[src/rtl/core/tlgrx_pkg.sv]
// ----------------------------------------------------------------------------
// tlgrx_pkg
// Shared types, constants and the CRC-16 step for the telegram receiver.
// ----------------------------------------------------------------------------
package tlgrx_pkg;

  localparam int unsigned MaxFramePayloadDef = 1024;
  localparam int unsigned CmdQueueDepth      = 2;

  localparam int unsigned ByteW    = 8;
  localparam int unsigned CountW   = 11;
  localparam int unsigned CrcW     = 16;
  localparam int unsigned CfgIdxW  = 1;
  localparam int unsigned CfgDataW = 11;

  localparam logic [ByteW-1:0] HdrStx  = 8'h02;
  localparam logic [ByteW-1:0] HdrAddr = 8'h80;
  localparam logic [ByteW-1:0] TypeAck = 8'hA0;
  localparam logic [ByteW-1:0] TypeNak = 8'h92;

  localparam logic [CrcW-1:0] CrcPoly = 16'h8005;
  localparam logic [CrcW-1:0] CrcMask = 16'h7fff;

  localparam logic [CountW-1:0] MaxPayloadRst = 11'd1024;

  typedef enum logic [CfgIdxW-1:0] {
    REG_ACK_ONLY    = 1'b0,
    REG_MAX_PAYLOAD = 1'b1
  } cfg_reg_e;

  typedef enum logic [1:0] {
    ST_OK       = 2'd0,
    ST_CRC_ERR  = 2'd1,
    ST_OVERFLOW = 2'd2,
    ST_LEN_ERR  = 2'd3
  } frame_status_e;

  typedef enum logic [1:0] {
    PH_HUNT    = 2'd0,
    PH_PAYLOAD = 2'd1,
    PH_STATUS  = 2'd2,
    PH_CRC     = 2'd3
  } phase_e;

  typedef enum logic [2:0] {
    CMD_START     = 3'd0,  // header matched, first payload byte
    CMD_DATA      = 3'd1,  // further payload byte
    CMD_STAT_BYTE = 3'd2,  // status byte, CRC only
    CMD_CHECK     = 3'd3,  // received CRC complete
    CMD_ERROR     = 3'd4   // frame rejected at header
  } cmd_op_e;

  typedef struct packed {
    logic                    ack_only;
    logic [CfgDataW-1:0]     max_payload;
  } cfg_t;

  typedef struct packed {
    cmd_op_e                 op;
    logic [4*ByteW-1:0]      hdr;     // STX, address, length low, length high
    logic [ByteW-1:0]        data;
    logic [CrcW-1:0]         rx_crc;
    logic [CountW-1:0]       count;
    frame_status_e           status;
  } cmd_t;

  // One step of the shift-xor CRC: shift with feedback, then mix in the
  // previous and the current byte.
  function automatic logic [CrcW-1:0] crc_feed(input logic [CrcW-1:0]  crc,
                                               input logic [ByteW-1:0] prev,
                                               input logic [ByteW-1:0] cur);
    logic [CrcW-1:0] sh;
    sh = {crc[CrcW-2:0] & CrcMask[CrcW-2:0], 1'b0};
    if (crc[CrcW-1]) sh = sh ^ CrcPoly;
    return sh ^ {prev, cur};
  endfunction

endpackage

[src/rtl/core/tlgrx_front.sv]
// ----------------------------------------------------------------------------
// tlgrx_front
// Header hunt and frame sequencing; turns each byte into a back-end command.
// ----------------------------------------------------------------------------
module tlgrx_front import tlgrx_pkg::*; #(
  parameter int unsigned MaxFramePayload = MaxFramePayloadDef
) (
  input  logic             clk_i,
  input  logic             rst_ni,
  input  cfg_t             cfg_i,
  input  logic             valid_i,
  input  logic [ByteW-1:0] byte_i,
  output logic             cmd_valid_o,
  output cmd_t             cmd_o
);

  localparam int unsigned LenW       = $clog2(MaxFramePayload + 1);
  localparam logic [15:0] FrameLimit = 16'(MaxFramePayload);

  phase_e               phase_q, phase_d;
  logic [4*ByteW-1:0]   win_q, win_d;
  logic [LenW-1:0]      len_q, len_d;
  logic [LenW-1:0]      cnt_q, cnt_d;
  logic [ByteW-1:0]     crc_lo_q, crc_lo_d;
  logic                 lo_seen_q, lo_seen_d;

  logic [15:0]          len_field, len_m1, limit;
  logic [LenW-1:0]      cnt_inc;
  logic                 type_ok, hdr_match;

  // Window holds the four bytes before the current one.
  assign len_field = {win_q[ByteW-1:0], win_q[2*ByteW-1:ByteW]};
  assign len_m1    = len_field - 16'd1;
  assign limit     = (16'(cfg_i.max_payload) < FrameLimit) ? 16'(cfg_i.max_payload)
                                                           : FrameLimit;
  assign cnt_inc   = cnt_q + LenW'(1);
  assign type_ok   = !cfg_i.ack_only || (byte_i == TypeAck) || (byte_i == TypeNak);
  assign hdr_match = (win_q[4*ByteW-1:3*ByteW] == HdrStx) &&
                     (win_q[3*ByteW-1:2*ByteW] == HdrAddr) && type_ok;

  always_ff @(posedge clk_i or negedge rst_ni) begin
    if (!rst_ni) begin
      phase_q   <= PH_HUNT;
      win_q     <= '0;
      cnt_q     <= '0;
      lo_seen_q <= 1'b0;
    end else begin
      phase_q   <= phase_d;
      win_q     <= win_d;
      cnt_q     <= cnt_d;
      lo_seen_q <= lo_seen_d;
    end
  end

  always_ff @(posedge clk_i) begin
    len_q    <= len_d;
    crc_lo_q <= crc_lo_d;
  end

  always_comb begin
    phase_d     = phase_q;
    win_d       = win_q;
    len_d       = len_q;
    cnt_d       = cnt_q;
    crc_lo_d    = crc_lo_q;
    lo_seen_d   = lo_seen_q;
    cmd_valid_o = 1'b0;
    cmd_o       = '0;
    cmd_o.data  = byte_i;
    if (valid_i) begin
      unique case (phase_q)
        PH_HUNT: begin
          win_d = {win_q[3*ByteW-1:0], byte_i};
          if (hdr_match) begin
            win_d       = '0;
            cmd_valid_o = 1'b1;
            if (len_field < 16'd2) begin
              cmd_o.op     = CMD_ERROR;
              cmd_o.status = ST_LEN_ERR;
            end else if (len_m1 > limit) begin
              cmd_o.op     = CMD_ERROR;
              cmd_o.status = ST_OVERFLOW;
            end else begin
              cmd_o.op  = CMD_START;
              cmd_o.hdr = win_q;
              len_d     = len_m1[LenW-1:0];
              cnt_d     = LenW'(1);
              phase_d   = (len_m1 == 16'd1) ? PH_STATUS : PH_PAYLOAD;
            end
          end
        end
        PH_PAYLOAD: begin
          cmd_valid_o = 1'b1;
          cmd_o.op    = CMD_DATA;
          cnt_d       = cnt_inc;
          if (cnt_inc >= len_q) phase_d = PH_STATUS;
        end
        PH_STATUS: begin
          cmd_valid_o = 1'b1;
          cmd_o.op    = CMD_STAT_BYTE;
          lo_seen_d   = 1'b0;
          phase_d     = PH_CRC;
        end
        PH_CRC: begin
          if (!lo_seen_q) begin
            crc_lo_d  = byte_i;
            lo_seen_d = 1'b1;
          end else begin
            cmd_valid_o  = 1'b1;
            cmd_o.op     = CMD_CHECK;
            cmd_o.rx_crc = {byte_i, crc_lo_q};
            cmd_o.count  = CountW'(len_q);
            win_d        = '0;
            phase_d      = PH_HUNT;
          end
        end
      endcase
    end
  end

endmodule

[src/rtl/core/tlgrx_fifo.sv]
// ----------------------------------------------------------------------------
// tlgrx_fifo
// Small command queue between front and back end.
// ----------------------------------------------------------------------------
module tlgrx_fifo import tlgrx_pkg::*; #(
  parameter int unsigned Depth = CmdQueueDepth
) (
  input  logic clk_i,
  input  logic rst_ni,
  input  logic push_i,
  input  cmd_t data_i,
  output logic full_o,
  input  logic pop_i,
  output logic valid_o,
  output cmd_t data_o
);

  localparam int unsigned PtrW = (Depth > 1) ? $clog2(Depth) : 1;
  localparam int unsigned CntW = $clog2(Depth + 1);

  cmd_t            mem_q [Depth];
  logic [PtrW-1:0] wr_ptr_q, rd_ptr_q;
  logic [CntW-1:0] cnt_q;
  logic            do_push, do_pop;

  assign full_o  = (cnt_q == CntW'(Depth));
  assign valid_o = (cnt_q != '0);
  assign data_o  = mem_q[rd_ptr_q];
  assign do_push = push_i && !full_o;
  assign do_pop  = pop_i && valid_o;

  always_ff @(posedge clk_i or negedge rst_ni) begin
    if (!rst_ni) begin
      wr_ptr_q <= '0;
      rd_ptr_q <= '0;
      cnt_q    <= '0;
    end else begin
      if (do_push) begin
        wr_ptr_q <= (wr_ptr_q == PtrW'(Depth - 1)) ? '0 : wr_ptr_q + PtrW'(1);
      end
      if (do_pop) begin
        rd_ptr_q <= (rd_ptr_q == PtrW'(Depth - 1)) ? '0 : rd_ptr_q + PtrW'(1);
      end
      if (do_push && !do_pop) begin
        cnt_q <= cnt_q + CntW'(1);
      end else if (do_pop && !do_push) begin
        cnt_q <= cnt_q - CntW'(1);
      end
    end
  end

  always_ff @(posedge clk_i) begin
    if (do_push) mem_q[wr_ptr_q] <= data_i;
  end

endmodule

[src/rtl/core/tlgrx_back.sv]
// ----------------------------------------------------------------------------
// tlgrx_back
// Runs the CRC, checks the received CRC and drives the result register.
// ----------------------------------------------------------------------------
module tlgrx_back import tlgrx_pkg::*; (
  input  logic              clk_i,
  input  logic              rst_ni,
  input  logic              cmd_valid_i,
  input  cmd_t              cmd_i,
  output logic              cmd_ready_o,
  output logic              out_valid_o,
  input  logic              out_pop_i,
  output logic              kind_o,
  output logic [ByteW-1:0]  payload_byte_o,
  output logic [1:0]        frame_status_o,
  output logic [CountW-1:0] payload_count_o,
  output logic              last_o
);

  logic [CrcW-1:0]   crc_q, crc_d;
  logic [ByteW-1:0]  prev_q, prev_d;
  logic              out_valid_q;
  logic              kind_q, kind_d;
  logic [ByteW-1:0]  byte_q, byte_d;
  frame_status_e     status_q, status_d;
  logic [CountW-1:0] count_q, count_d;
  logic              take, emit;
  logic [CrcW-1:0]   c1, c2, c3, c4, c5, c_step;
  logic [ByteW-1:0]  h0, h1, h2, h3;

  assign cmd_ready_o = !out_valid_q || out_pop_i;
  assign take        = cmd_valid_i && cmd_ready_o;

  assign {h0, h1, h2, h3} = cmd_i.hdr;

  // Fresh CRC over the four header bytes and the type byte.
  assign c1     = crc_feed('0, '0, h0);
  assign c2     = crc_feed(c1, h0, h1);
  assign c3     = crc_feed(c2, h1, h2);
  assign c4     = crc_feed(c3, h2, h3);
  assign c5     = crc_feed(c4, h3, cmd_i.data);
  assign c_step = crc_feed(crc_q, prev_q, cmd_i.data);

  always_comb begin
    crc_d    = crc_q;
    prev_d   = prev_q;
    emit     = 1'b0;
    kind_d   = 1'b0;
    byte_d   = cmd_i.data;
    status_d = ST_OK;
    count_d  = '0;
    unique case (cmd_i.op)
      CMD_START: begin
        crc_d  = c5;
        prev_d = cmd_i.data;
        emit   = 1'b1;
      end
      CMD_DATA: begin
        crc_d  = c_step;
        prev_d = cmd_i.data;
        emit   = 1'b1;
      end
      CMD_STAT_BYTE: begin
        crc_d  = c_step;
        prev_d = cmd_i.data;
      end
      CMD_CHECK: begin
        emit     = 1'b1;
        kind_d   = 1'b1;
        byte_d   = '0;
        status_d = (cmd_i.rx_crc == crc_q) ? ST_OK : ST_CRC_ERR;
        count_d  = cmd_i.count;
      end
      CMD_ERROR: begin
        emit     = 1'b1;
        kind_d   = 1'b1;
        byte_d   = '0;
        status_d = cmd_i.status;
      end
      default: begin
        emit = 1'b0;
      end
    endcase
  end

  always_ff @(posedge clk_i or negedge rst_ni) begin
    if (!rst_ni) begin
      out_valid_q <= 1'b0;
      crc_q       <= '0;
      prev_q      <= '0;
    end else begin
      if (take && emit) begin
        out_valid_q <= 1'b1;
      end else if (out_pop_i) begin
        out_valid_q <= 1'b0;
      end
      if (take) begin
        crc_q  <= crc_d;
        prev_q <= prev_d;
      end
    end
  end

  always_ff @(posedge clk_i) begin
    if (take && emit) begin
      kind_q   <= kind_d;
      byte_q   <= byte_d;
      status_q <= status_d;
      count_q  <= count_d;
    end
  end

  assign out_valid_o     = out_valid_q;
  assign kind_o          = kind_q;
  assign payload_byte_o  = byte_q;
  assign frame_status_o  = status_q;
  assign payload_count_o = count_q;
  assign last_o          = kind_q;

endmodule

[src/rtl/core/telegram_receiver_crc16_check_top.sv]
// ----------------------------------------------------------------------------
// telegram_receiver_crc16_check_top
// Deframer for STX / address / length / payload / status / CRC-16 telegrams.
//
//   channel   direction  handshake        payload
//   --------  ---------  ---------------  -------------------------------------
//   bytes     in         push / full      rx_byte_i
//   results   out        empty / pop      kind_o, payload_byte_o,
//                                         frame_status_o, payload_count_o, last_o
//   config    in         cfg_we_i         cfg_idx_i, cfg_data_i
//
// One byte per cycle sustained while full is low. A result passes through the
// command queue and then the result register on its way to the output ports.
// Front: header hunt on a four-byte window plus frame phase. Back: running
// CRC-16 (poly 0x8005), header CRC as five chained steps, result register.
// full rises once the two-entry command queue fills behind a held result.
// Reset (async, active low): hunting, empty window, no result, ack_only 0,
// max_payload 1024.
// ----------------------------------------------------------------------------
module telegram_receiver_crc16_check_top import tlgrx_pkg::*; #(
  parameter int unsigned MAX_FRAME_PAYLOAD = MaxFramePayloadDef
) (
  input  logic                clk_i,
  input  logic                rst_ni,
  // byte requests
  input  logic                push,
  input  logic [ByteW-1:0]    rx_byte_i,
  output logic                full,
  // configuration writes
  input  logic                cfg_we_i,
  input  logic [CfgIdxW-1:0]  cfg_idx_i,
  input  logic [CfgDataW-1:0] cfg_data_i,
  // result requests
  output logic                empty,
  input  logic                pop,
  output logic                kind_o,
  output logic [ByteW-1:0]    payload_byte_o,
  output logic [1:0]          frame_status_o,
  output logic [CountW-1:0]   payload_count_o,
  output logic                last_o
);

  cfg_t  cfg_q;
  logic  byte_take;
  logic  front_valid;
  cmd_t  front_cmd;
  logic  q_valid;
  cmd_t  q_cmd;
  logic  back_ready;
  logic  out_valid;

  // Configuration registers; the user must write them only while the block is idle (not enforced here).
  always_ff @(posedge clk_i or negedge rst_ni) begin
    if (!rst_ni) begin
      cfg_q.ack_only    <= 1'b0;
      cfg_q.max_payload <= MaxPayloadRst;
    end else if (cfg_we_i) begin
      unique case (cfg_idx_i)
        REG_ACK_ONLY:    cfg_q.ack_only    <= cfg_data_i[0];
        REG_MAX_PAYLOAD: cfg_q.max_payload <= cfg_data_i;
      endcase
    end
  end

  // A byte request completes when the command queue has room.
  assign byte_take = push && !full;

  tlgrx_front #(
    .MaxFramePayload (MAX_FRAME_PAYLOAD)
  ) u_front (
    .clk_i       (clk_i),
    .rst_ni      (rst_ni),
    .cfg_i       (cfg_q),
    .valid_i     (byte_take),
    .byte_i      (rx_byte_i),
    .cmd_valid_o (front_valid),
    .cmd_o       (front_cmd)
  );

  tlgrx_fifo #(
    .Depth (CmdQueueDepth)
  ) u_fifo (
    .clk_i   (clk_i),
    .rst_ni  (rst_ni),
    .push_i  (front_valid),
    .data_i  (front_cmd),
    .full_o  (full),
    .pop_i   (back_ready),
    .valid_o (q_valid),
    .data_o  (q_cmd)
  );

  tlgrx_back u_back (
    .clk_i           (clk_i),
    .rst_ni          (rst_ni),
    .cmd_valid_i     (q_valid),
    .cmd_i           (q_cmd),
    .cmd_ready_o     (back_ready),
    .out_valid_o     (out_valid),
    .out_pop_i       (pop),
    .kind_o          (kind_o),
    .payload_byte_o  (payload_byte_o),
    .frame_status_o  (frame_status_o),
    .payload_count_o (payload_count_o),
    .last_o          (last_o)
  );

  assign empty = !out_valid;

endmodule

[config.mk]
export PLATFORM = sky130hd
export DESIGN_NAME = telegram_receiver_crc16_check_top
export DESIGN_NICKNAME = d
export VERILOG_FILES = /design/src/rtl/core/tlgrx_pkg.sv /design/src/rtl/core/tlgrx_front.sv /design/src/rtl/core/tlgrx_fifo.sv /design/src/rtl/core/tlgrx_back.sv /design/src/rtl/core/telegram_receiver_crc16_check_top.sv
export SDC_FILE = /design/constraint.sdc
export NUM_CORES = 1
export LEC_CHECK = 0
export BUFFER_PORTS_ARGS = -buffer_cell sky130_fd_sc_hd__buf_2
export CORE_MARGIN = 2
export CORE_UTILIZATION = 35
export CTS_BUF_LIST = sky130_fd_sc_hd__clkbuf_2 sky130_fd_sc_hd__clkbuf_4 sky130_fd_sc_hd__clkbuf_8
export CTS_CLUSTER_SIZE = 8
export DETAILED_ROUTE_END_ITERATION = 10
export PLACE_DENSITY_LB_ADDON = 0.2
export SYNTH_ARGS = -nofsm -noshare
export SYNTH_HDL_FRONTEND = slang
export SYNTH_SLANG_ARGS = --single-unit
[constraint.sdc]
create_clock -name clk_i -period 7.3 [get_ports clk_i]
set_input_delay 0 -clock clk_i [delete_from_list [all_inputs] [get_ports clk_i]]
set_output_delay 0 -clock clk_i [all_outputs]
set_load 0.1 [all_outputs]
# Yosys cells after proc, flatten, opt, wreduce, memory -nomap -nowiden
# Memories as Yosys holds them, arrays and structs flattened.
# Cells that the tools add are included.
[totals] regBits=128 mem_bits_rw=144 input_bits=25 n_memories=1
[memory_table] memory="u_fifo.mem_q" depth=2 width=72 rd=1 rd_ports_with_merged_regs=0 wr=1 line="tlgrx_fifo.sv:21" source="cmd_t mem_q [Depth];"
[op_classes] addsub=6 magnitude_cmp=4 eq_ne=19 mux=53 bitwise_logic=13 reduce_logical=40
[op_table] cell="$mux 32" n=5
[op_table] cell="$mux 35" n=2
[op_table] cell="$mux 16" n=4
[op_table] cell="$pmux 32 s2" n=1
[op_table] cell="$xor 16x16->16" n=4
[op_table] cell="$mux 27" n=2
[op_table] cell="$mux 11" n=4
[op_table] cell="$pmux 16 s2" n=1
[op_table] cell="$mux 29" n=1
[op_table] cell="$mux 2" n=13
[op_table] cell="$eq 8x8->1 const B" n=3
[op_table] cell="$pmux 11 s2" n=1
[op_table] cell="$eq 16x1->1 const B" n=1
[op_table] cell="$eq 16x16->1" n=1
[op_table] cell="$gt 16x16->1" n=1
[op_table] cell="$lt 16x2->1 const B" n=1
[op_table] cell="$sub 16x1->16 const B" n=1
[op_table] cell="$xor 9x16->16" n=1
[op_table] cell="$reduce_bool 2->1" n=7
[op_table] cell="$mux 1" n=12
[op_table] cell="$not 3->3" n=4
[op_table] cell="$pmux 3 s4" n=1
[op_table] cell="$add 11x1->11 const B" n=1
[op_table] cell="$ge 11x11->1" n=1
[op_table] cell="other kinds (30)" n=62

# Depth between registers and ports, before layout
# Gate-level depths: netlist of the first run.
[logic_depth] word_depth=12 mapped_depth=15

# Hierarchy
# A second synthesis of the first run with hierarchy kept.
[hier_totals] hier_cells=947 hier_area_um2=13232.7
[by_module_without_submodules] mod="tlgrx_fifo" n_inst=1 cells_each=243 area_each_um2=5745.5
[by_module_without_submodules] mod="tlgrx_front" n_inst=1 cells_each=450 area_each_um2=4379.2
[by_module_without_submodules] mod="tlgrx_back" n_inst=1 cells_each=225 area_each_um2=2600.0
[by_module_without_submodules] mod="telegram_receiver_crc16_check_top" n_inst=1 cells_each=29 area_each_um2=508.0

# Least setup slack after synthesis of the first run
# OpenSTA, ideal clock, no wires.
[synth_timing] path_type="register -> register" startpoint="reg u_front.win_q[21]" endpoint="mem u_fifo.mem_q[0][0] (netlist name), enable pin" arrival_ns=5.943 required_ns=6.713 path_slack_ns=0.770 stages_incl_launch_ff=6 path_buffers=0 cell_sequence="dfrtp_1 -> nor4b_1 -> nand4_1 -> a21oi_1 -> a21oi_1 -> nor3_1"
[synth_between] elab_chain_cells=9
[synth_lines] element="from (decl)" line="tlgrx_front.sv:21" source="logic [4*ByteW-1:0] win_q, win_d;"
[synth_lines] element="from (signal assigned)" line="tlgrx_front.sv:49" source="win_q <= win_d;"
[synth_lines] element="$eq 8x8->1" line="tlgrx_front.sv:39" source="(win_q[3*ByteW-1:2*ByteW] == HdrAddr) && type_ok;"
[synth_lines] element="$logic_and 1x1->1" line="tlgrx_front.sv:38" source="assign hdr_match = (win_q[4*ByteW-1:3*ByteW] == HdrStx) &&"
[synth_lines] element="$logic_and 1x1->1" line="tlgrx_front.sv:39"
[synth_lines] element="$mux 1" line="tlgrx_front.sv:74" source="if (hdr_match) begin"
[synth_lines] element="$pmux 1 s3" line="tlgrx_front.sv:71" source="unique case (phase_q)"
[synth_lines] element="$mux 1" line="tlgrx_front.sv:70" source="if (valid_i) begin"
[synth_lines] element="$logic_and 1x1->1" line="tlgrx_fifo.sv:29" source="assign do_push = push_i && !full_o;"
[synth_lines] element="$mux 1" line="tlgrx_fifo.sv:53" source="if (do_push) mem_q[wr_ptr_q] <= data_i;"
[synth_lines] element="$mux 1 (not written as such)" line="tlgrx_fifo.sv:53"
[synth_lines] element="to (decl)" line="tlgrx_fifo.sv:21"
# No other way between the ends.

# Worst setup path in the final report of the first run
[layout_timing] startpoint="reg u_front.win_q[8]" endpoint="reg u_front.cnt_q[3]"
[layout_between] elab_chain_cells=4
[layout_lines] element="$sub 16x1->16" line="tlgrx_front.sv:33" source="assign len_m1 = len_field - 16'd1;"
[layout_lines] element="named net u_front.len_m1[0]" line="tlgrx_front.sv:27" source="logic [15:0] len_field, len_m1, limit;"
[layout_lines] element="$gt 16x16->1" line="tlgrx_front.sv:80" source="end else if (len_m1 > limit) begin"
[layout_lines] element="$ne 2x2->1 (no source line)"
[layout_lines] element="$reduce_and 5->1 (no source line)"
[layout_lines] element="to (signal assigned)" line="tlgrx_front.sv:50" source="cnt_q <= cnt_d;"
[layout_lines] element="to (decl)" line="tlgrx_front.sv:23" source="logic [LenW-1:0] cnt_q, cnt_d;"
# The timed path passes the listed nets, and every way through them passes these cells.
# A chain may end at the register's enable or synchronous reset.

==> out/metrics.yaml, run 1 <==
h-tree-depth: 2
via_per_inst: 4.81
wirelength_um: 25800
r2r_end: "u_front.cnt_q[3]"
yosysMostFrequentCell: "edfxtp_1"
rows: 68
yosys.area.top_type: "edfxtp_1"
die_w_um: 190
port_buffers: 49
fmax_mhz: 241
crit_path_start: "u_front.win_q[8]"
tns_ns: 0
numClockSinks: 270
syn-cell-area_mm2: 0.0121
synth.area.top_cells: "edfxtp_1, dfrtp_1, mux2i_1"
groute.usage.overall: 0.146
cts_max_path_buffers: 3
postPlaceCellArea_mm2: 0.0129
synth_edf_count: 183
first_global_vias: 7256
critical_path.max_fanout: 13
ys.flop_type: "edfxtp_1"
synth_seq_cells: 270
maxCapViolCount: 0
switching_share: 0.412
die_area_mm2: 0.0360
end_kind: "register"
timing.rr.start: "u_front.win_q[8]"
post-route-util: 0.412
p_per_area_mw_per_mm2: 460
syn_inst: 903
cts_tree: "built"
synthAdderAreaFrac: 0.0321
grt.overflow.total: 0
synthTopCellsByCount: "edfxtp_1, dfrtp_1, nand2_1"
insertedDiodeCount: 0
p_int_w: 0.00382
rsz0062_at_grt: "no"
die_h_um: 190
clk_latency_ns: 0.56
arrival_ns: 4.54
timing.final.max_slew_violations: 0
cts-root-buf: "clkbuf_8"
period_needed_ns: 4.14
peakVddDrop_mv: 0.294
io_pins: 50
place.gp.congestion: 0.826
synth_area_per_cell_um2: 13.4
drtIter0Drc: 539
synth.distinct_cells: 58
final_antenna_net_count: 0
clkPwrFrac: 0.208
avgRoutedWirePerCell_um: 17.0
stdcell_area_mm2: 0.0141
critPathLaunchType: "register"
drc: 0
setup_violations: 0
pwr-share-comb: 0.412
r2r_cells: 12
synth_top_area_share: 0.455
finalCritPeriodShare: 0.567
async_flop_share: 0.322
p_switching_w: 0.00268
synth-seq-area-share: 0.635
critPathCapture: "u_front.cnt_q[3]"
sequentialPowerShare: 0.381
hold_class: "primary input to register"
maxSlewHeadroom: 0.206
grt_pass1_wl_um: 40800
postCtsResizedCells: 0
yosys.area_share.simple: 0.0946
crit_type: "register to register"
vias: 7305
rrSetupSlack_ns: 3.16
synth_top_family_by_area: "simple AND/OR/NAND/NOR gates"
grt_start_max_net_pins: 72
synthMuxAreaShare: 0.0611
post_cts_buffers: 0
cts.clk_slew.worst_paths_ns: 0.06
leakagePower_nw: 5.83
required_ns: 7.70
firstDrtPassIters: 5
synth-xor-area-share: 0.0763
area_growth_pct: 16.9
outcome: "finished, final reports clean"
nNetsFinal: 1084
layout_setup_ws_ns: 3.16
tightest_slew_ns: 1.19
numCtsBuffers: 47
drive_above_1_share: 0.154
hold_violations: 0
finClkSkew_ns: 0.0236
synth-compound-area-share: 0.0762
core_mm2: 0.0343
place_ws_ns: 3.23
initial_core_util: 0.352
synth_warnings: 0
antenna_found_initial: 1
dpl.hpwl_um: 16800
[how the worst min path moves through the flow]
stage,from,endpoint,cells past startpoint
finish,cfg_we_i,cfg_q[0],3
global route,cfg_we_i,cfg_q[9],3
CTS,cfg_we_i,cfg_q[0],3
detailed placement,rst_ni,cfg_q[7],1
global placement,rst_ni,cfg_q[6],1
floorplan,rst_ni,cfg_q[0],0
[timing repair]
item | 4_1_cts | 5_1_grt
setup endpoints to repair | 0 | 0
hold endpoints to repair | 107 | 0
hold buffers | 26 | 0
[per-stage QoR]
step	cells	hold slack, ns	total power [W]
2_1_floorplan	936	-0.296	0.00458
3_3_place_gp	1408	0.0332	0.00518
3_5_place_dp	1408	0.0350	0.00519
4_1_cts	1519	0.118	0.00658
5_1_grt	1519	0.166	0.00694
6_report	1519	0.146	0.00650
[area by class of cell]
class / instances / area (µm²)
fillers: 3214 / 20200
flip-flops and latches: 270 / 7680
multi-input cells: 593 / 4260
clock buffers: 72 / 853
repair buffers: 84 / 576
well taps: 455 / 569
inverters: 32 / 120
clock inverters: 13 / 63.8
[routing by layer]
layer | up-vias | global-route usage | part of all wire
li1 | 3533 | - | -
met1 | 3564 | 0.214 | 0.50
met2 | 157 | 0.222 | 0.44
met3 | 51 | 0.0243 | 0.041
met4 | 0 | 0.0456 | 0.021
met5 | - | 0 | 0
[placed cells by master, fill, tap and decap left out, types with 5 or more instances in the layout]
cell type and instances:
and2_1 17, clkbuf_4 22, and3_1 36, buf_2 48, nand3_1 9, nor4_1 9, nand4_1 8, inv_1 28
ha_1 31, clkbuf_8 50, edfxtp_1 183, o21ai_0 31, buf_4 10, dfrtp_1 85, nand2_1 61, conb_1 34
o21ai_1 9, xnor2_1 45, mux2_2 14, nor3_1 5, clkinv_1 8, xor2_1 50, mux2i_1 58, nor2b_1 6
nor2_1 44, dlygate4sd3_1 26, a21oi_1 24, o211ai_1 12, a22o_1 33
[registers in the layout, summed over array words and instances (netlist names)]
register / count
u_front.win_q: 32
u_back.frame_status_o: 2
u_back.crc_q: 16
u_front.phase_q: 2
u_fifo.rd_ptr_q: 1
u_front.crc_lo_q: 8
u_fifo.cnt_q: 2
u_back.out_valid_o: 1
u_front.len_q: 11
cfg_q: 12
u_front.lo_seen_q: 1
u_back.payload_byte_o: 8
u_back.kind_o: 1
u_fifo.wr_ptr_q: 1
u_back.payload_count_o: 11
u_front.cnt_q: 11
u_back.prev_q: 8
u_fifo.mem_q: 142
[worst max-delay path, cell delays in order, from the launching register on]
cell and delay (ns):
dfrtp_1 0.46, inv_1 0.16, ha_1 0.24, or3b_1 0.43, nor4_1 0.25, xor2_1 0.29
ha_1 0.30, a21oi_1 0.20, o211a_1 0.18, a221o_1 0.21, nand3_1 0.50, nor2_1 0.64
a221oi_1 0.11
[cells by family after synthesis]
family                     after synthesis
xor gates and xnor gates                99
other                                    1
AOI/OAI and AO/OA                      135
muxes                                   72
buffers and inverters                   73
DFF                                    270
and+or+nand+nor                        222
adders and majority gates               31
[power by group through the flow]
| stage | Combinational (W) | Sequential (W) | Clock, W |
|---|---|---|---|
| global placement | 0.00268 | 0.00250 | 0 |
| global route | 0.00296 | 0.00253 | 0.00146 |
| CTS | 0.00271 | 0.00248 | 0.00139 |
| floorplan | 0.00173 | 0.00285 | 0 |
| finish | 0.00268 | 0.00247 | 0.00135 |
| detailed placement | 0.00269 | 0.00250 | 0 |
Note: power is estimated with default switching activity, not from simulation.
==> inputs of run 2 (changes only) <==
==> constraint.sdc (replaced) <==
create_clock -name clk_i -period 4.3 [get_ports clk_i]
set_input_delay 0 -clock clk_i [delete_from_list [all_inputs] [get_ports clk_i]]
set_output_delay 0 -clock clk_i [all_outputs]
set_load 0.1 [all_outputs]
==> run 2 against run 1 <==
Total power rose by 73%. Worst hold slack got worse by 0.12 ns. Core utilization is 0.38 points higher. Critical path depth unchanged. Clock power increased by 82%. Via count increased by 0.47%. Cell count increased by 0.26%. Largest power group unchanged.
==> out/metrics.yaml, run 2 (synthesis results as in run 1) <==
arrival_ns: 4.41  # was 4.54 ns
firstDrtPassIters: 4  # was 5
crit_type: "register to register"  # unchanged
tns_ns: 0  # unchanged
final_common_cell: "edfxtp_1"  # unchanged
hold_violations: 0  # unchanged
layout_common_cells: "edfxtp_1, dfrtp_1, nand2_1"  # unchanged
cts.clk_slew.worst_paths_ns: 0.06  # about the same
die_w_um: 190  # unchanged
fin_cells: 1523  # was 1519
clk_latency_ns: 0.56  # about the same
initial_core_util: 0.352  # unchanged
die_h_um: 190  # unchanged
leakagePower_nw: 5.89  # was 5.83 nW
nNetsFinal: 1086  # was 1084
wirelength_um: 26300  # was 25800 µm
dpl.hpwl_um: 17600  # was 16800 µm
largest_register_ffs: 142  # unchanged
largestRegisters: "u_fifo.mem_q: 142 flops, u_front.win_q: 32 flops, u_back.crc_q: 16 flops"  # unchanged
groute.usage.overall: 0.149  # was 0.146
vias: 7339  # was 7305
grt_pass1_wl_um: 41800  # was 40800 µm
io_pins: 50  # unchanged
fmax_mhz: 252  # was 241 MHz
setup_violations: 0  # unchanged
finClkSkew_ns: 0.0151  # was 0.0236 ns
place_ws_ns: 0.400  # was 3.23 ns
maxCapViolCount: 0  # unchanged
timing.rr.start: "u_front.win_q[8]"  # unchanged
via_per_inst: 4.82  # was 4.81
place.gp.congestion: 0.792  # was 0.826
period_needed_ns: 3.96  # was 4.14 ns
cp_cell_sequence: "inv_1 > ha_1 > or3b_1 > nor4_1 > xor2_1 > ha_1 > a21oi_1 > o211a_1 > a221o_1 > and4_1 > o211a_1 > mux2_2"  # was inv_1 > ha_1 > or3b_1 > nor4_1 > xor2_1 > ha_1 > a21oi_1 > o211a_1 > a221o_1 > nand3_1 > nor2_1 > a221oi_1
max_stage_delay_ns: 0.52  # was 0.64 ns
post_cts_buffers: 0  # unchanged
peakVddDrop_mv: 0.756  # was 0.294 mV
area_growth_pct: 17.9  # was 16.9%
drive_above_1_share: 0.160  # was 0.154
grt_start_max_net_pins: 64  # was 72
critical_path.slowest_cell: "and4_1"  # was nor2_1
fill_cells: 3187  # was 3214
maxSlewHeadroom: 0.227  # was 0.206
cts-root-buf: "clkbuf_8"  # unchanged
cts_tree: "built"  # unchanged
tightest_slew_ns: 1.16  # was 1.19 ns
numClockSinks: 270  # unchanged
multi_input_area_mm2: 0.00426  # about the same
numCtsBuffers: 47  # unchanged
cts_max_path_buffers: 3  # unchanged
finalCritPeriodShare: 0.922  # was 0.567
seqCellArea_mm2: 0.00768  # unchanged
avgRoutedWirePerCell_um: 17.2  # was 17.0 µm
placed_cells: 1413  # was 1408
top_register: "u_fifo.mem_q"  # unchanged
rows: 68  # unchanged
outcome: "finished, final reports clean"  # unchanged
crit_path_start: "u_front.win_q[8]"  # unchanged
required_ns: 4.74  # was 7.70 ns
layout_setup_ws_ns: 0.336  # was 3.16 ns
grt.overflow.total: 0  # unchanged
hold_class: "primary input to asynchronous set/reset pin"  # was primary input to register
critical_path.max_fanout: 11  # was 13
antenna_found_initial: 0  # was 1
core_mm2: 0.0343  # unchanged
drtIter0Drc: 415  # was 539
p_per_area_mw_per_mm2: 790  # was 460 mW/mm²
first_global_vias: 7367  # was 7256
critPathLaunchType: "register"  # unchanged
h-tree-depth: 2  # unchanged
end_kind: "register"  # unchanged
die_area_mm2: 0.0360  # unchanged
rsz0062_at_grt: "no"  # unchanged
drc: 0  # unchanged
timing.final.max_slew_violations: 0  # unchanged
final_antenna_net_count: 0  # unchanged
port_buffers: 49  # unchanged
run 2: final timing paths:
kind,endpoint,slack [ns],cells past startpoint
min,u_front.cnt_q[8],0.02,2
max in group asynchronous,u_front.win_q[3],3.29,3
min in group clk_i,u_fifo.mem_q[0][69],0.03,3
min reg2reg,u_back.prev_q[4],0.50,2
max reg2reg,u_front.phase_q[0],0.34,12
max,u_front.phase_q[0],0.34,12
run 2: report_power, final:
| part | leakage (nW) | internal (W) | switching (W) | total, W |
|---|---|---|---|---|
| Clock | 0.531 | 0.00144 | 0.00101 | 0.00246 |
| Sequential | 2.78 | 0.00368 | 0.000556 | 0.00424 |
| Combinational | 2.58 | 0.00157 | 0.00299 | 0.00455 |
run 2: metal layers:
metal | vias to the layer above | global-route usage | share of wire
li1 | 3535 | - | -
met1 | 3616 | 0.220 | 0.50
met4 | 0 | 0.0414 | 0.019
met5 | - | 0 | 0
met2 | 145 | 0.225 | 0.45
met3 | 43 | 0.0284 | 0.037
run 2: final cells by class:
class,instances,share of cell area
Sequential cell,270,0.539
Multi-Input combinational cell,593,0.299
Clock buffer,75,0.0632
Timing Repair Buffer,86,0.0427
Tap cell,455,0.0400
Inverter,32,0.00843
Clock inverter,11,0.00729
Antenna cell,1,0.000176
run 2: per-stage QoR:
| stage | total power, W | area, µm² | hold slack [ns] | util |
|---|---|---|---|---|
| detailed placement | 0.00888 | 13000 | 0.0776 | 0.379 |
| CTS | 0.0114 | 14200 | 0.000838 | 0.415 |
| global placement | 0.00884 | 13000 | 0.0783 | 0.379 |
| finish | 0.0113 | 14200 | 0.0214 | 0.415 |
| global route | 0.0120 | 14200 | 0.0314 | 0.415 |
| floorplan | 0.00776 | 12200 | -0.296 | - |
run 2: critical path: cells and delay by family, from the launching register on:
kind	cells	cell delay, ns
xor+xnor	1	0.32
compound gates	4	0.83
fa+ha+maj	2	0.54
simple gates	3	1.20
mux	1	0.34
flops	1	0.46
buf+inv	1	0.17
run 2: timing repair:
action	in CTS	in global routing
resized for setup	0	0
hold endpoints to repair	108	0
hold buffers	23	0
==> inputs of run 3 (changes only) <==
--- a/config.mk
+++ b/config.mk
@@ -12,6 +12,7 @@
 export CTS_CLUSTER_SIZE = 8
 export DETAILED_ROUTE_END_ITERATION = 10
 export PLACE_DENSITY_LB_ADDON = 0.2
+export RECOVER_POWER = 50
 export SYNTH_ARGS = -nofsm -noshare
 export SYNTH_HDL_FRONTEND = slang
 export SYNTH_SLANG_ARGS = --single-unit
==> run 3 against run 2 <==
The flow now finishes with violations (negative hold slack, max-capacitance violations, max-slew violations). Sequential power is essentially flat. Sequential cell count unchanged. Core utilization is 0.25 points lower. Global-route usage unchanged. Register-to-register slack is essentially flat. Routed wire length about the same. Sequential share of layout area grew 0.30 points. Clock skew barely moved. Clock power hardly changed.
==> out/metrics.yaml, run 3 (synthesis results as in run 1) <==
cts_max_path_buffers: 3  # unchanged
area_growth_pct: 17.2  # was 17.9%
post_cts_buffers: 0  # unchanged
largestRegisters: "u_fifo.mem_q: 142 flops, u_front.win_q: 32 flops, u_back.crc_q: 16 flops"  # unchanged
clk_latency_ns: 0.56  # about the same
p_per_area_mw_per_mm2: 793  # was 790 mW/mm²
die_h_um: 190  # unchanged
cts-root-buf: "clkbuf_8"  # unchanged
dpl.hpwl_um: 17600  # unchanged
stdcell_area_mm2: 0.0142  # about the same
critPathLaunchType: "register"  # unchanged
use_met2: 0.225  # unchanged
via_per_inst: 4.80  # was 4.82
cts_hold_buf: 23  # unchanged
fmax_mhz: 252  # about the same
critical_path.max_fanout: 11  # unchanged
violations: "negative hold slack, max-capacitance violations, max-slew violations"
maxCapViolCount: 5  # was 0
rows: 68  # unchanged
vias: 7306  # was 7339
use_met1: 0.220  # unchanged
place.gp.congestion: 0.792  # unchanged
layout_setup_ws_ns: 0.328  # was 0.336 ns
cts_tree: "built"  # unchanged
first_global_vias: 7367  # unchanged
die_area_mm2: 0.0360  # unchanged
top_usage_layer: "met2"  # unchanged
end_kind: "register"  # unchanged
grt_pass1_wl_um: 41800  # unchanged
core_mm2: 0.0343  # unchanged
drive_above_1_share: 0.122  # was 0.160
io_pins: 50  # unchanged
tightest_slew_ns: 2.97  # was 1.16 ns
setup_violations: 0  # unchanged
drtIter0Drc: 418  # was 415
hold_class: "primary input to register"  # was primary input to asynchronous set/reset pin
wirelength_um: 26300  # about the same
cts.clk_slew.worst_paths_ns: 0.06  # about the same
nNetsFinal: 1086  # unchanged
timing.final.max_slew_violations: 149  # was 0
numClockSinks: 270  # unchanged
grt_util_met3: 0.0284  # unchanged
peakVddDrop_mv: 0.717  # was 0.756 mV
leakagePower_nw: 5.77  # was 5.89 nW
postPlaceCellArea_mm2: 0.0130  # unchanged
final_common_cell: "edfxtp_1"  # unchanged
rsz0062_at_grt: "no"  # unchanged
avgRoutedWirePerCell_um: 17.3  # was 17.2 µm
grt_start_max_net_pins: 64  # unchanged
hold_violations: 2  # was 0
hold_slack_ns: -0.0221  # was 0.0214 ns
numCtsBuffers: 47  # unchanged
crit_type: "register to register"  # unchanged
largest_register_ffs: 142  # unchanged
port_buffers: 49  # unchanged
tns_ns: 0  # unchanged
outcome: "finished, violations left"  # was finished, final reports clean
antenna_found_initial: 0  # unchanged
h-tree-depth: 2  # unchanged
arrival_ns: 4.41  # about the same
maxSlewHeadroom: -0.978  # was 0.227
final_antenna_net_count: 0  # unchanged
postCtsResizedCells: 0  # unchanged
grt.overflow.total: 0  # unchanged
drc: 0  # unchanged
required_ns: 4.74  # about the same
layout_common_cells: "edfxtp_1, dfrtp_1, nand2_1"  # unchanged
finalCritPeriodShare: 0.924  # was 0.922
firstDrtPassIters: 4  # unchanged
period_needed_ns: 3.97  # was 3.96 ns
insertedDiodeCount: 0  # was 1
place_ws_ns: 0.400  # unchanged
initial_core_util: 0.352  # unchanged
die_w_um: 190  # unchanged
groute.usage.overall: 0.149  # unchanged
top_register: "u_fifo.mem_q"  # unchanged
finClkSkew_ns: 0.0156  # was 0.0151 ns
-- run 3: per-layer routing --
metal  up-vias  part of all wire
met3        42             0.035
met2       135              0.44
met5         -                 0
met4         0             0.019
li1       3533                 -
met1      3596              0.50
-- run 3: power breakdown --
group,switching [W],internal [W]
clock,0.00101,0.00144
sequential,0.000557,0.00368
combinational,0.00298,0.00154
-- run 3: path summary, 6_finish.rpt --
| path | start | to | slack, ns | cells past startpoint |
|---|---|---|---|---|
| hold / removal | push | u_fifo.mem_q[0][69] | -0.02 | 3 |
| setup reg to reg | u_front.win_q[8] | u_front.phase_q[0] | 0.33 | 12 |
| min in group asynchronous | rst_ni | u_front.cnt_q[8] | 0.95 | 2 |
| setup / recovery | u_front.win_q[8] | u_front.phase_q[0] | 0.33 | 12 |
| max in group asynchronous | rst_ni | u_front.win_q[3] | 1.14 | 3 |
| hold reg to reg | u_back.prev_q[4] | u_back.prev_q[4] | 0.50 | 2 |
-- run 3: per-stage QoR --
stage | util | hold WS (ns) | total power (W) | cells
3_3_place_gp | 0.379 | 0.0783 | 0.00884 | 1413
6_report | 0.413 | -0.0221 | 0.0112 | 1522
4_1_cts | 0.415 | 0.000838 | 0.0114 | 1522
3_5_place_dp | 0.379 | 0.0776 | 0.00888 | 1413
2_1_floorplan | - | -0.296 | 0.00776 | 936
5_1_grt | 0.413 | -0.0147 | 0.0120 | 1522
-- run 3: worst max-delay path: stages (launching register included) --
cell and delay (ns):
dfrtp_1 0.46, inv_1 0.17, ha_1 0.24, or3b_1 0.43, nor4_1 0.25, xor2_1 0.31
ha_1 0.31, a21oi_1 0.20, o211a_1 0.17, a221o_1 0.21, and4_1 0.53, o211a_1 0.25
mux2_2 0.34
-- run 3: area by class of cell --
cell class	count	area (µm²)
Fill cell	3201	20100
Sequential cell	270	7670
Multi-Input combinational cell	593	4250
Clock buffer	75	901
Tap cell	455	569
Timing Repair Buffer	86	547
Inverter	32	120
Clock inverter	11	104
